`src/hdl/idof_pkg.sv`:
```
package idof_pkg;

    // Register file geometry
    localparam int REG_COUNT = 32;
    localparam int REG_IDX_W = $clog2(REG_COUNT);

    // Word widths
    localparam int WORD_W = 32;
    localparam int ALU_W  = 6;
    localparam int MEM_W  = 6;

    // Instruction formats, taken from bits 31:30
    typedef enum logic [1:0] {
        FMT_REG  = 2'd0,
        FMT_IMM  = 2'd1,
        FMT_BR   = 2'd2,
        FMT_JUMP = 2'd3
    } t_format;

    // Classes of the register format; the remaining codes decode as a plain ALU op 0
    typedef enum logic [3:0] {
        CLS_ALU0 = 4'd0,
        CLS_ALU1 = 4'd1,
        CLS_ALU2 = 4'd2,
        CLS_MEM  = 4'd3,
        CLS_CALL = 4'd4,
        CLS_RET  = 4'd5,
        CLS_SYS  = 4'd6
    } t_class;

    // Immediate-format opcodes that do not map straight onto the ALU code
    localparam logic [3:0] OPC_ALT  = 4'd13;
    localparam logic [3:0] OPC_LINK = 4'd14;

    // ALU codes and offsets
    localparam logic [ALU_W-1:0] ALU_NOP      = 6'd0;
    localparam logic [ALU_W-1:0] ALU_OFS_CLS1 = 6'd6;
    localparam logic [ALU_W-1:0] ALU_OFS_CLS2 = 6'd18;
    localparam logic [ALU_W-1:0] ALU_OFS_BR   = 6'd18;
    localparam logic [ALU_W-1:0] ALU_PASS     = 6'd16;
    localparam logic [ALU_W-1:0] ALU_ALT      = 6'd17;

    // Memory access codes
    localparam logic signed [MEM_W-1:0] MEM_NONE  = -6'sd1;
    localparam logic [4:0]              MEM_NEAR_MAX = 5'd2;

    // Target sentinels
    localparam logic [WORD_W-1:0] TGT_FAR  = 32'd1000;
    localparam logic [WORD_W-1:0] TGT_LINK = 32'd33;
    localparam logic [WORD_W-1:0] TGT_RA   = 32'd31;

    // Port packing
    localparam int S_DATA_W = 104;
    localparam int M_DATA_W = 152;

    // One decoded result
    typedef struct packed {
        logic [ALU_W-1:0]        alu_op;
        logic [WORD_W-1:0]       operand_a;
        logic [WORD_W-1:0]       operand_b;
        logic [WORD_W-1:0]       target;
        logic signed [MEM_W-1:0] mem_access;
        logic                    jump;
        logic [WORD_W-1:0]       pc_out;
        logic [1:0]              format;
        logic [3:0]              op_class;
    } t_dec_result;

    // Everything the decoder needs for one instruction
    typedef struct packed {
        logic [WORD_W-1:0] instr;
        logic [WORD_W-1:0] pc;
        logic [WORD_W-1:0] reg_a;
        logic [WORD_W-1:0] reg_b;
        logic [WORD_W-1:0] reg_ra;
        logic [3:0]        last_class;
    } t_dec_source;

endpackage

```
`src/hdl/instruction_decode_operand_fetch.sv`:
```
// Decode and operand-fetch stage. Each input word is either a register file
// write (tuser low) or an instruction with its PC (tuser high). Register
// writes give no output word; every instruction gives exactly one output word.
// One word is accepted per clock, and the rate stays at one per clock as long
// as the output side takes its words; the two register stages between the
// ports are the register file read and the result register. The register file
// is a two-read-port memory whose entries read as zero after reset until
// written, so no clearing pass is needed and the block is ready right out of
// reset. A write followed by an instruction in the next cycle already sees the
// new value.
module instruction_decode_operand_fetch (
    input  logic                            i_clk,
    input  logic                            i_rst_n,
    input  logic                            i_s_tvalid,
    output logic                            o_s_tready,
    // tdata: instruction[31:0], pc_in[63:32], reg_index[68:64], reg_data[100:69], zero pad
    input  logic [idof_pkg::S_DATA_W-1:0]   i_s_tdata,
    // tuser: cmd[0]
    input  logic                            i_s_tuser,
    output logic                            o_m_tvalid,
    input  logic                            i_m_tready,
    // tdata: alu_op[5:0], operand_a[37:6], operand_b[69:38], target[101:70],
    // mem_access[107:102], jump[108], pc_out[140:109], format[142:141],
    // op_class[146:143], zero pad
    output logic [idof_pkg::M_DATA_W-1:0]   o_m_tdata
);
    import idof_pkg::*;

    logic                 s_accept;
    logic                 dec_accept;
    logic                 wr_accept;
    logic                 s1_advance;
    logic                 r_s1_valid;
    logic                 n_s1_valid;
    logic [WORD_W-1:0]    r_s1_instr;
    logic [WORD_W-1:0]    r_s1_pc;
    logic [3:0]           r_last_class;
    logic [3:0]           n_last_class;
    logic                 r_out_valid;
    logic                 n_out_valid;
    t_dec_result          r_out;
    t_dec_result          dec_res;
    t_dec_source          dec_src;
    logic [WORD_W-1:0]    rdata_a;
    logic [WORD_W-1:0]    rdata_b;
    logic [WORD_W-1:0]    rdata_ra;

    // Handshake and flow control
    assign s1_advance = r_s1_valid && (!r_out_valid || i_m_tready);
    assign o_s_tready = !r_s1_valid || s1_advance;
    assign s_accept   = i_s_tvalid && o_s_tready;
    assign dec_accept = s_accept && i_s_tuser;
    assign wr_accept  = s_accept && !i_s_tuser;

    // Register file with registered reads
    idof_regfile u_regfile (
        .i_clk      (i_clk),
        .i_rst_n    (i_rst_n),
        .i_we       (wr_accept),
        .i_waddr    (i_s_tdata[68:64]),
        .i_wdata    (i_s_tdata[100:69]),
        .i_re       (dec_accept),
        .i_raddr_a  (i_s_tdata[25:21]),
        .i_raddr_b  (i_s_tdata[20:16]),
        .o_rdata_a  (rdata_a),
        .o_rdata_b  (rdata_b),
        .o_rdata_ra (rdata_ra)
    );

    // Fetch stage: the instruction waits here while its operands are read
    always_comb begin
        n_s1_valid = r_s1_valid;
        if (s_accept) begin
            n_s1_valid = i_s_tuser;
        end else if (s1_advance) begin
            n_s1_valid = 1'b0;
        end
    end

    always_ff @(posedge i_clk) begin
        if (!i_rst_n) begin
            r_s1_valid <= 1'b0;
        end else begin
            r_s1_valid <= n_s1_valid;
        end
    end

    always_ff @(posedge i_clk) begin
        if (dec_accept) begin
            r_s1_instr <= i_s_tdata[31:0];
            r_s1_pc    <= i_s_tdata[63:32];
        end
    end

    // Decode
    assign dec_src = '{
        instr:      r_s1_instr,
        pc:         r_s1_pc,
        reg_a:      rdata_a,
        reg_b:      rdata_b,
        reg_ra:     rdata_ra,
        last_class: r_last_class
    };

    idof_decode u_decode (
        .i_src (dec_src),
        .o_res (dec_res)
    );

    // The class of the latest register-format instruction is remembered
    assign n_last_class = s1_advance ? dec_res.op_class : r_last_class;

    always_ff @(posedge i_clk) begin
        if (!i_rst_n) begin
            r_last_class <= '0;
        end else begin
            r_last_class <= n_last_class;
        end
    end

    // Result register
    always_comb begin
        n_out_valid = r_out_valid && !i_m_tready;
        if (s1_advance) begin
            n_out_valid = 1'b1;
        end
    end

    always_ff @(posedge i_clk) begin
        if (!i_rst_n) begin
            r_out_valid <= 1'b0;
        end else begin
            r_out_valid <= n_out_valid;
        end
    end

    always_ff @(posedge i_clk) begin
        if (s1_advance) begin
            r_out <= dec_res;
        end
    end

    // Output packing
    assign o_m_tvalid = r_out_valid;
    assign o_m_tdata  = {
        5'd0,
        r_out.op_class,
        r_out.format,
        r_out.pc_out,
        r_out.jump,
        r_out.mem_access,
        r_out.target,
        r_out.operand_b,
        r_out.operand_a,
        r_out.alu_op
    };

endmodule

```
`src/hdl/idof_regfile.sv`:
```
module idof_regfile (
    input  logic                            i_clk,
    input  logic                            i_rst_n,
    input  logic                            i_we,
    input  logic [idof_pkg::REG_IDX_W-1:0]  i_waddr,
    input  logic [idof_pkg::WORD_W-1:0]     i_wdata,
    input  logic                            i_re,
    input  logic [idof_pkg::REG_IDX_W-1:0]  i_raddr_a,
    input  logic [idof_pkg::REG_IDX_W-1:0]  i_raddr_b,
    output logic [idof_pkg::WORD_W-1:0]     o_rdata_a,
    output logic [idof_pkg::WORD_W-1:0]     o_rdata_b,
    output logic [idof_pkg::WORD_W-1:0]     o_rdata_ra
);
    import idof_pkg::*;

    localparam logic [REG_IDX_W-1:0] RA_IDX = REG_IDX_W'(REG_COUNT - 1);

    logic [WORD_W-1:0]    r_mem [REG_COUNT];
    logic [REG_COUNT-1:0] r_valid;
    logic [WORD_W-1:0]    r_ra_shadow;
    logic [WORD_W-1:0]    r_rdata_a;
    logic [WORD_W-1:0]    r_rdata_b;
    logic [WORD_W-1:0]    r_rdata_ra;

    // Storage array, written one entry per word
    always_ff @(posedge i_clk) begin
        if (i_we) begin
            r_mem[i_waddr] <= i_wdata;
        end
    end

    // Entries read as zero until written after reset
    always_ff @(posedge i_clk) begin
        if (!i_rst_n) begin
            r_valid <= '0;
        end else if (i_we) begin
            r_valid[i_waddr] <= 1'b1;
        end
    end

    // The return-address entry is also kept in a register of its own
    always_ff @(posedge i_clk) begin
        if (!i_rst_n) begin
            r_ra_shadow <= '0;
        end else if (i_we && (i_waddr == RA_IDX)) begin
            r_ra_shadow <= i_wdata;
        end
    end

    // Registered reads, taken when an instruction word is accepted
    always_ff @(posedge i_clk) begin
        if (i_re) begin
            r_rdata_a  <= r_valid[i_raddr_a] ? r_mem[i_raddr_a] : '0;
            r_rdata_b  <= r_valid[i_raddr_b] ? r_mem[i_raddr_b] : '0;
            r_rdata_ra <= r_ra_shadow;
        end
    end

    assign o_rdata_a  = r_rdata_a;
    assign o_rdata_b  = r_rdata_b;
    assign o_rdata_ra = r_rdata_ra;

endmodule

```
`src/hdl/idof_decode.sv`:
```
module idof_decode (
    input  idof_pkg::t_dec_source i_src,
    output idof_pkg::t_dec_result o_res
);
    import idof_pkg::*;

    logic [1:0]        fmt;
    logic [3:0]        hi4;
    logic [4:0]        rb;
    logic [4:0]        rd;
    logic [4:0]        op5;
    logic [WORD_W-1:0] imm;

    // Instruction fields
    assign fmt = i_src.instr[31:30];
    assign hi4 = i_src.instr[29:26];
    assign rb  = i_src.instr[20:16];
    assign rd  = i_src.instr[15:11];
    assign op5 = i_src.instr[10:6];
    assign imm = {{16{i_src.instr[15]}}, i_src.instr[15:0]};

    // Format and class decode
    always_comb begin
        o_res            = '0;
        o_res.operand_a  = i_src.reg_a;
        o_res.operand_b  = i_src.reg_b;
        o_res.mem_access = MEM_NONE;
        o_res.pc_out     = i_src.pc;
        o_res.format     = fmt;
        o_res.op_class   = i_src.last_class;
        case (t_format'(fmt))
            FMT_REG: begin
                o_res.op_class = hi4;
                o_res.target   = {27'd0, rd};
                case (t_class'(hi4))
                    CLS_ALU0: o_res.alu_op = {1'b0, op5};
                    CLS_ALU1: o_res.alu_op = {1'b0, op5} + ALU_OFS_CLS1;
                    CLS_ALU2: o_res.alu_op = {1'b0, op5} + ALU_OFS_CLS2;
                    CLS_MEM: begin
                        o_res.alu_op     = ALU_PASS;
                        o_res.mem_access = {1'b0, op5};
                        if (op5 > MEM_NEAR_MAX) begin
                            o_res.target = TGT_FAR;
                        end
                    end
                    CLS_CALL: begin
                        o_res.alu_op    = ALU_NOP;
                        o_res.jump      = 1'b1;
                        o_res.operand_a = i_src.pc;
                        o_res.operand_b = 32'd1;
                        o_res.pc_out    = i_src.reg_a;
                    end
                    CLS_RET: begin
                        o_res.alu_op = ALU_PASS;
                        o_res.jump   = 1'b1;
                        o_res.target = TGT_FAR;
                        o_res.pc_out = i_src.reg_ra;
                    end
                    CLS_SYS: begin
                        o_res.alu_op = ALU_PASS;
                        o_res.target = TGT_FAR;
                    end
                    default: o_res.alu_op = ALU_NOP;
                endcase
            end
            FMT_IMM: begin
                o_res.operand_b = imm;
                o_res.target    = {27'd0, rb};
                if (hi4 == OPC_LINK) begin
                    o_res.alu_op    = ALU_NOP;
                    o_res.target    = TGT_LINK;
                    o_res.operand_a = i_src.pc;
                end else if (hi4 == OPC_ALT) begin
                    o_res.alu_op = ALU_ALT;
                end else begin
                    o_res.alu_op = {2'b00, hi4};
                end
            end
            FMT_BR: begin
                o_res.target = imm;
                o_res.alu_op = {2'b00, hi4} + ALU_OFS_BR;
            end
            default: begin
                o_res.alu_op    = ALU_NOP;
                o_res.jump      = 1'b1;
                o_res.target    = TGT_RA;
                o_res.operand_a = i_src.pc;
                o_res.operand_b = 32'd1;
                o_res.pc_out    = {2'b00, i_src.instr[29:0]};
            end
        endcase
    end

endmodule

```
`config.mk`:
```
export PLATFORM = sky130hd
export DESIGN_NAME = instruction_decode_operand_fetch
export DESIGN_NICKNAME = d
export VERILOG_FILES = /design/src/hdl/idof_pkg.sv /design/src/hdl/instruction_decode_operand_fetch.sv /design/src/hdl/idof_regfile.sv /design/src/hdl/idof_decode.sv
export SDC_FILE = /design/constraint.sdc
export NUM_CORES = 2
export LEC_CHECK = 0
export ABC_AREA = 0
export CAP_MARGIN = 20
export CORE_UTILIZATION = 25
export CTS_CLUSTER_SIZE = 40
export DETAILED_ROUTE_END_ITERATION = 10
export DONT_BUFFER_PORTS = 1
export GPL_ROUTABILITY_DRIVEN = 1
export PLACE_DENSITY = 0.48
export SLEW_MARGIN = 20
export SYNTH_ARGS = -nofsm -noshare
export SYNTH_HDL_FRONTEND = slang
export SYNTH_SLANG_ARGS = --single-unit
```
`constraint.sdc`:
```
create_clock -name i_clk -period 15.2 [get_ports i_clk]
set_clock_uncertainty 0.05 [all_clocks]
set_input_delay 0.76 -clock i_clk [delete_from_list [all_inputs] [get_ports i_clk]]
set_output_delay 0.76 -clock i_clk [all_outputs]
set_load 0.005 [all_outputs]
```
Word level (Yosys, flattened, before mapping)
Memory sizes are Yosys's and may differ from the RTL's. A register that Yosys moved wholly into a read port is not among the register bits.
Index checks and enable logic that the tools add are counted.
Storage, ports and cells
  register bits: 313
  bits in latches: 0
  logic and storage cells: 87
  memory bits (read-only): 0
  memories: 1
  input bits: 109
  RAM bits: 1024
  output and inout port bits: 154
Memory list
  u_regfile.r_mem: words 32, bits a word 32, read ports 2, clocked after Yosys merged registers in 2, write ports 1, line idof_regfile.sv:18  | logic [WORD_W-1:0] r_mem [REG_COUNT];
Cells by class
  multipliers: 0
  bitwise gates (word level): 1
  $lt $le $gt $ge: 5
  divide/modulo/power cells: 0
  multiplexer cells: 26
  equal/unequal tests: 11
  reduce and logical (&&, ||, !) cells: 22
  shift-type cells: 0
  add/sub/neg operators: 3
Operators by type and width (count)
  one-hot mux 64 bit (3 select lines): 1
  one-hot mux 33 bit (2 select lines): 2
  one-hot mux 32 bit (3 select lines): 1
  two-way mux 64 bit: 1
  one-hot mux 32 bit (2 select lines): 1
  two-way mux 32 bit: 1
  OR 32 bit: 1
  one-hot mux 6 bit (4 select lines): 1
  less-than comparator 5 x 6 -> 1 bit (second input constant): 3
  one-hot mux 6 bit (3 select lines): 1
  == test 4 x 3 -> 1 bit (second input constant): 3
  two-way mux 6 bit: 2
  binary-select mux 1 bit (select 5 bit): 2
  two-way mux 10 bit: 1
  two-way mux 5 bit: 2
  == test 4 x 2 -> 1 bit (second input constant): 2
  == test 4 bit (second input constant): 2
  two-way mux 1 bit: 8
  logical AND 1 bit: 7
  adder 4 x 5 -> 6 bit (second input constant): 1
  adder 5 x 3 -> 6 bit (second input constant): 1
  adder 5 x 5 -> 6 bit (second input constant): 1
  zero test 1 bit: 6
  demux 1 bit (select 5 bit): 1
  other kinds (14): 16

Longest topological paths before layout
  depth after elaboration: 8
  mapped depth: 10
  depth with buffers taken out: 9

Cells and area by module
A second synthesis with hierarchy kept.
Second synthesis, totals
  cells, all modules: 3948
  area total of the unflattened synthesis: 63607.3 um^2
Modules (own cells, without submodules)
  idof_regfile: instances 1, cells an instance 3215, area each 53879.2 um^2, sequential area each 34913.5 um^2
  instruction_decode_operand_fetch: instances 1, cells an instance 246, area each 6646.4 um^2, sequential area each 6456.2 um^2
  idof_decode: instances 1, cells an instance 487, area each 3081.7 um^2, sequential area each 0.0 um^2

Least setup slack after synthesis
OpenSTA, ideal clock, no wires.
  path type: input to register
  start: in i_m_tready
  end: reg r_s1_instr[0], enable pin
  arrival: 7.981 ns
  path slack: 6.470 ns
  cell stages on the path: 2
  setup time: 0.699 ns
  cells stage by stage: nand3b_1 > nor2b_1
On the way
  cells in the longest elaborated chain, start to end: 5
Ends and longest elaborated chain
  start, declared: line instruction_decode_operand_fetch.sv:21  | input logic i_m_tready,
  logical OR 1 bit: line instruction_decode_operand_fetch.sv:49  | assign s1_advance = r_s1_valid && (!r_out_valid || i_m_tready);
  logical AND 1 bit: line instruction_decode_operand_fetch.sv:49
  logical OR 1 bit: line instruction_decode_operand_fetch.sv:50  | assign o_s_tready = !r_s1_valid || s1_advance;
  logical AND 1 bit: line instruction_decode_operand_fetch.sv:51  | assign s_accept = i_s_tvalid && o_s_tready;
  logical AND 1 bit: line instruction_decode_operand_fetch.sv:52  | assign dec_accept = s_accept && i_s_tuser;
  net dec_accept: line instruction_decode_operand_fetch.sv:30  | logic dec_accept;
  end signal, assigned: line instruction_decode_operand_fetch.sv:90  | r_s1_instr <= i_s_tdata[31:0];
  end, declared: line instruction_decode_operand_fetch.sv:35  | logic [WORD_W-1:0] r_s1_instr;
The timed path passes the listed nets, and every way through them passes these cells.
A chain may end at the register's enable or synchronous reset.

Final worst setup path
  start: reg r_s1_valid
  end: reg u_regfile.r_ra_shadow[2]
On the way
  cells in the longest elaborated chain, start to end: 5
  elaborated cells on any way between the ends: 6
  classes of those cells: 6 x reduce/logical
Ends and longest elaborated chain
  start, declared: line instruction_decode_operand_fetch.sv:33  | logic r_s1_valid;
  start signal, assigned: line instruction_decode_operand_fetch.sv:84  | r_s1_valid <= n_s1_valid;
  zero test 1 bit / logical AND 1 bit (equally long branches): line instruction_decode_operand_fetch.sv:50, instruction_decode_operand_fetch.sv:49
  logical OR 1 bit *: line instruction_decode_operand_fetch.sv:50
  net o_s_tready: line instruction_decode_operand_fetch.sv:15  | output logic o_s_tready,
  logical AND 1 bit *: line instruction_decode_operand_fetch.sv:51
  logical AND 1 bit *: line instruction_decode_operand_fetch.sv:53  | assign wr_accept = s_accept && !i_s_tuser;
  logical AND 1 bit *: line idof_regfile.sv:45  | end else if (i_we && (i_waddr == RA_IDX)) begin
  end signal, assigned: line idof_regfile.sv:46  | r_ra_shadow <= i_wdata;
  end, declared: line idof_regfile.sv:20  | logic [WORD_W-1:0] r_ra_shadow;
Mark *: on every way through the listed nets, which the timed path passes. The rest lies on a longest branch.

==> results.rst <==
.. list-table::
   :header-rows: 1

   * - Metric
     - Value
   * - Deepest level of the CTS H-tree
     - 4
   * - Die area
     - 253000 um2
   * - RSZ-0062 raised after global routing
     - no
   * - Pin slew with the least headroom to its limit
     - 1.41 ns
   * - Average size of a mapped cell
     - 16.0 um2
   * - R2r setup slk
     - 11.44 ns
   * - Clock tree from TritonCTS
     - yes
   * - HPWL after DPL
     - 125 mm
   * - DIE WIDTH
     - 503 um
   * - Data arrival time at the worst-slack endpoint
     - 4.40 ns
   * - Most common cell in the synthesized netlist
     - edfxtp_1
   * - First-pass DRT Iterations
     - 6
   * - Reg-to-reg critical path endpoint
     - u_regfile.r_ra_shadow[2]
   * - Core Box Area
     - 249000 um2
   * - Count of final max-slew check failures
     - 0
   * - Starting DRC count in detailed routing
     - 4436
   * - Global-route wire length before repair
     - 314 mm
   * - Cell depth of the worst flop-to-flop path
     - 7
   * - Clock Root Buffer
     - clkbuf_16
   * - Kind of critical path
     - flip-flop to flip-flop
   * - Combinational share of power
     - 6.3%
   * - Proportion of total power due to net switching
     - 22.5%
   * - Flip-flop cell with the highest count after synthesis
     - edfxtp_1
   * - Peak supply drop
     - 103 uV
   * - Final cell count without fillers
     - 7375
   * - Wire length per cell after detailed routing
     - 31.3 um
   * - Number of buffers created by CTS
     - 158
   * - Detailed-route DRC error count
     - 0
   * - Post-synth design cell area
     - 62800 um2
   * - Type of destination of the critical path
     - flip-flop
   * - Post-synthesis cell count
     - 3916
   * - Static leakage power
     - 23.5 nW
   * - EDFF count, synth
     - 1315
   * - Startpoint of the most critical hold path
     - i_s_tdata[70]
   * - WHS Endpoint
     - u_regfile.r_mem[11][1]
   * - Via density
     - 5.28
   * - Number of maximum-capacitance constraint violations
     - 0
   * - Synthesized flop and latch total
     - 1385
   * - Power density over the cells
     - 119 nW/um2
   * - Slew margin rel.
     - 5.85%
   * - Area added between synthesis and finish
     - 14.6%
   * - Number of cells traversed by the worst hold path
     - 0
   * - Critical Path Source Type
     - flip-flop
   * - Clock share of power
     - 43.6%
   * - Clock transition at path regs
     - 0.06 ns
   * - Psw
     - 1.92 mW
   * - Delay of the slowest cell on the worst path
     - 0.83 ns
   * - Setup TNS
     - 0 ns
   * - Floorplan die height
     - 503 um
   * - Placer congestion estimate
     - 0.859
   * - Outcome
     - completed
   * - Class of the tightest hold or removal check
     - input port to flip-flop
   * - Required time of the critical path
     - 15.84 ns
   * - Number of nets with antenna violations after routing
     - 0
   * - Cell type of the slowest stage on the worst timing path
     - buf_4
   * - Maximum frequency from static timing analysis
     - 266 MHz
   * - Initial core utilization
     - 25.2%
   * - Sequential group share of total power
     - 50.1%
   * - Insertion delay to the later sink of the worst-skew pair
     - 0.77 ns
   * - Internal Pwr Total
     - 6.63 mW
   * - Number of setup violations in the final report
     - 0
   * - Number of rows in the core area
     - 183
   * - Warning count from the yosys run
     - 0
   * - Launching point of the worst reg2reg path
     - r_s1_valid
   * - Maximum fanout along the worst path
     - 38
   * - Post-layout minimum cycle time
     - 3.76 ns
   * - Number of ports placed on the die boundary
     - 263
   * - Fraction of the cycle the final worst path needs
     - 24.7%
   * - GRT Total Usage
     - 17.7%
   * - Worst-path cell chain
     - nand3b_1 > nand4_1 > or2_2 > inv_6 > buf_4 > nand2_1 > a21boi_0
   * - Net count, final
     - 4026
   * - Vias in the first global route
     - 38255
   * - Clock tree buffer depth
     - 3
   * - Final Core Density
     - 28.9%
   * - Routed Wire Length
     - 231 mm
   * - Synth area leaders
     - edfxtp_1 63%, mux4_2 9.6%, mux2i_1 8.9%
   * - Number of gates resized after cts
     - 0
   * - Vias after detailed routing
     - 38936
   * - Largest net degree at the start of global routing
     - 393
   * - Number of port buffers
     - 0
   * - Cell Count Post-Placement
     - 6981
   * - CTS sink cnt
     - 1385
   * - Area share of the largest cell type after synthesis
     - 62.8%
   * - Final hold vios
     - 0
   * - Async S/R FF share, synth
     - 0%
   * - Layout cell share with drive strength beyond 1
     - 15.7%
   * - Aggregate global routing overflow
     - 0
   * - Post-synthesis cell type with the largest combined area
     - edfxtp_1
   * - Initial antenna violation count
     - 22
   * - List of most frequent post-synthesis cells
     - 1315 x edfxtp_1, 556 x mux2i_1, 268 x mux4_2
   * - Part of the Yosys area used for sequential elements
     - 65.1%
   * - Count of distinct cell types in the synthesized netlist
     - 63
-- metal layers --
metal  track usage (%)  vias to the layer above  share of wire (%)
li1                  -                    16052                  -
met1              23.0                    20598                 41
met2              29.1                     1905                 47
met3              3.63                      377                8.2
met4              6.56                        4                3.5
met5                 0                        -              0.012
-- logic make-up (layout without fill, tap and decap cells) --
logic type      Yosys count  after routing  synth area share (%)
flops                  1385           1385                  65.1
other cells               1             16               0.00597
simple gates            545            545                  4.01
fa+ha+maj                 9              9                 0.191
compound gates          787            787                  8.93
mux                     834            834                  18.6
buf+inv                 352            466                  3.12
xor+xnor                  3              3                0.0418
-- how the worst max path moves through the flow --
stage | start | to | slack, ns | cells past startpoint
floorplan | i_m_tready | r_s1_instr[0] | 6.47 | 2
global placement | i_s_tdata[24] | u_regfile.o_rdata_a[24] | 10.62 | 6
detailed placement | i_s_tdata[22] | u_regfile.o_rdata_a[0] | 10.97 | 7
CTS | o_m_tvalid | u_regfile.r_ra_shadow[2] | 11.48 | 7
global route | o_m_tvalid | u_regfile.r_ra_shadow[12] | 11.43 | 7
finish | r_s1_valid | u_regfile.r_ra_shadow[2] | 11.44 | 7
-- power by group through the flow --
stage               Sequential [mW]  Combinational, mW  Clock [mW]
floorplan                      4.34              0.398           0
global placement               4.36              0.445           0
detailed placement             4.36              0.445           0
CTS                            4.29              0.492        3.78
global route                   4.29              0.565        3.93
finish                         4.29              0.538        3.73
-- placed cells by master, fill, tap and decap left out, types with 92 or more instances in the layout --
cell       count
a221oi_1     259
o21ai_0      166
nand2_1      170
mux4_2       268
a22oi_1      107
a21oi_1       96
mux2i_1      556
clkbuf_16    165
edfxtp_1    1315
nor2_1        92
-- final cells by class --
class	count	area [um2]
Antenna cell	11	27.5
Clock buffer	218	4410
Clock inverter	68	578
Fill cell	24813	177000
Inverter	16	72.6
Multi-Input combinational cell	2183	20300
Sequential cell	1385	40900
Tap cell	3330	4170
Timing Repair Buffer	164	1550
-- sequential cells by signal, indices dropped and copies added (netlist names) --
register,flops
r_s1_valid,1
u_regfile.r_ra_shadow,32
o_m_tdata,131
u_regfile.o_rdata_ra,32
u_regfile.r_mem,1024
u_regfile.o_rdata_b,32
r_s1_pc,32
r_last_class,4
u_regfile.o_rdata_a,32
o_m_tvalid,1
u_regfile.r_valid,32
r_s1_instr,32
-- critical path: cells and delay by family, from the launching register on --
family | cells | cell delay [ns]
AOI/OAI and AO/OA | 1 | 0.21
and+or+nand+nor | 4 | 1.79
buffers and inverters | 2 | 1.20
DFF | 1 | 0.35
-- stage by stage --
stage / hold WS, ns / setup WS, ns / area (um2) / total power, mW
floorplan: 0.358 / 6.47 / 62900 / 4.74
global placement: 0.362 / 10.62 / 66000 / 4.81
detailed placement: 0.365 / 10.97 / 66000 / 4.81
CTS: 0.000135 / 11.48 / 71800 / 8.56
global route: 0.00320 / 11.43 / 72000 / 8.78
finish: 0.0510 / 11.44 / 72000 / 8.55
-- repair_timing --
action	CTS	global route
endpoints found under the hold margin	565	45
setup buffers	0	0
hold buffers	87	5
(Power assumes the default switching activity.)
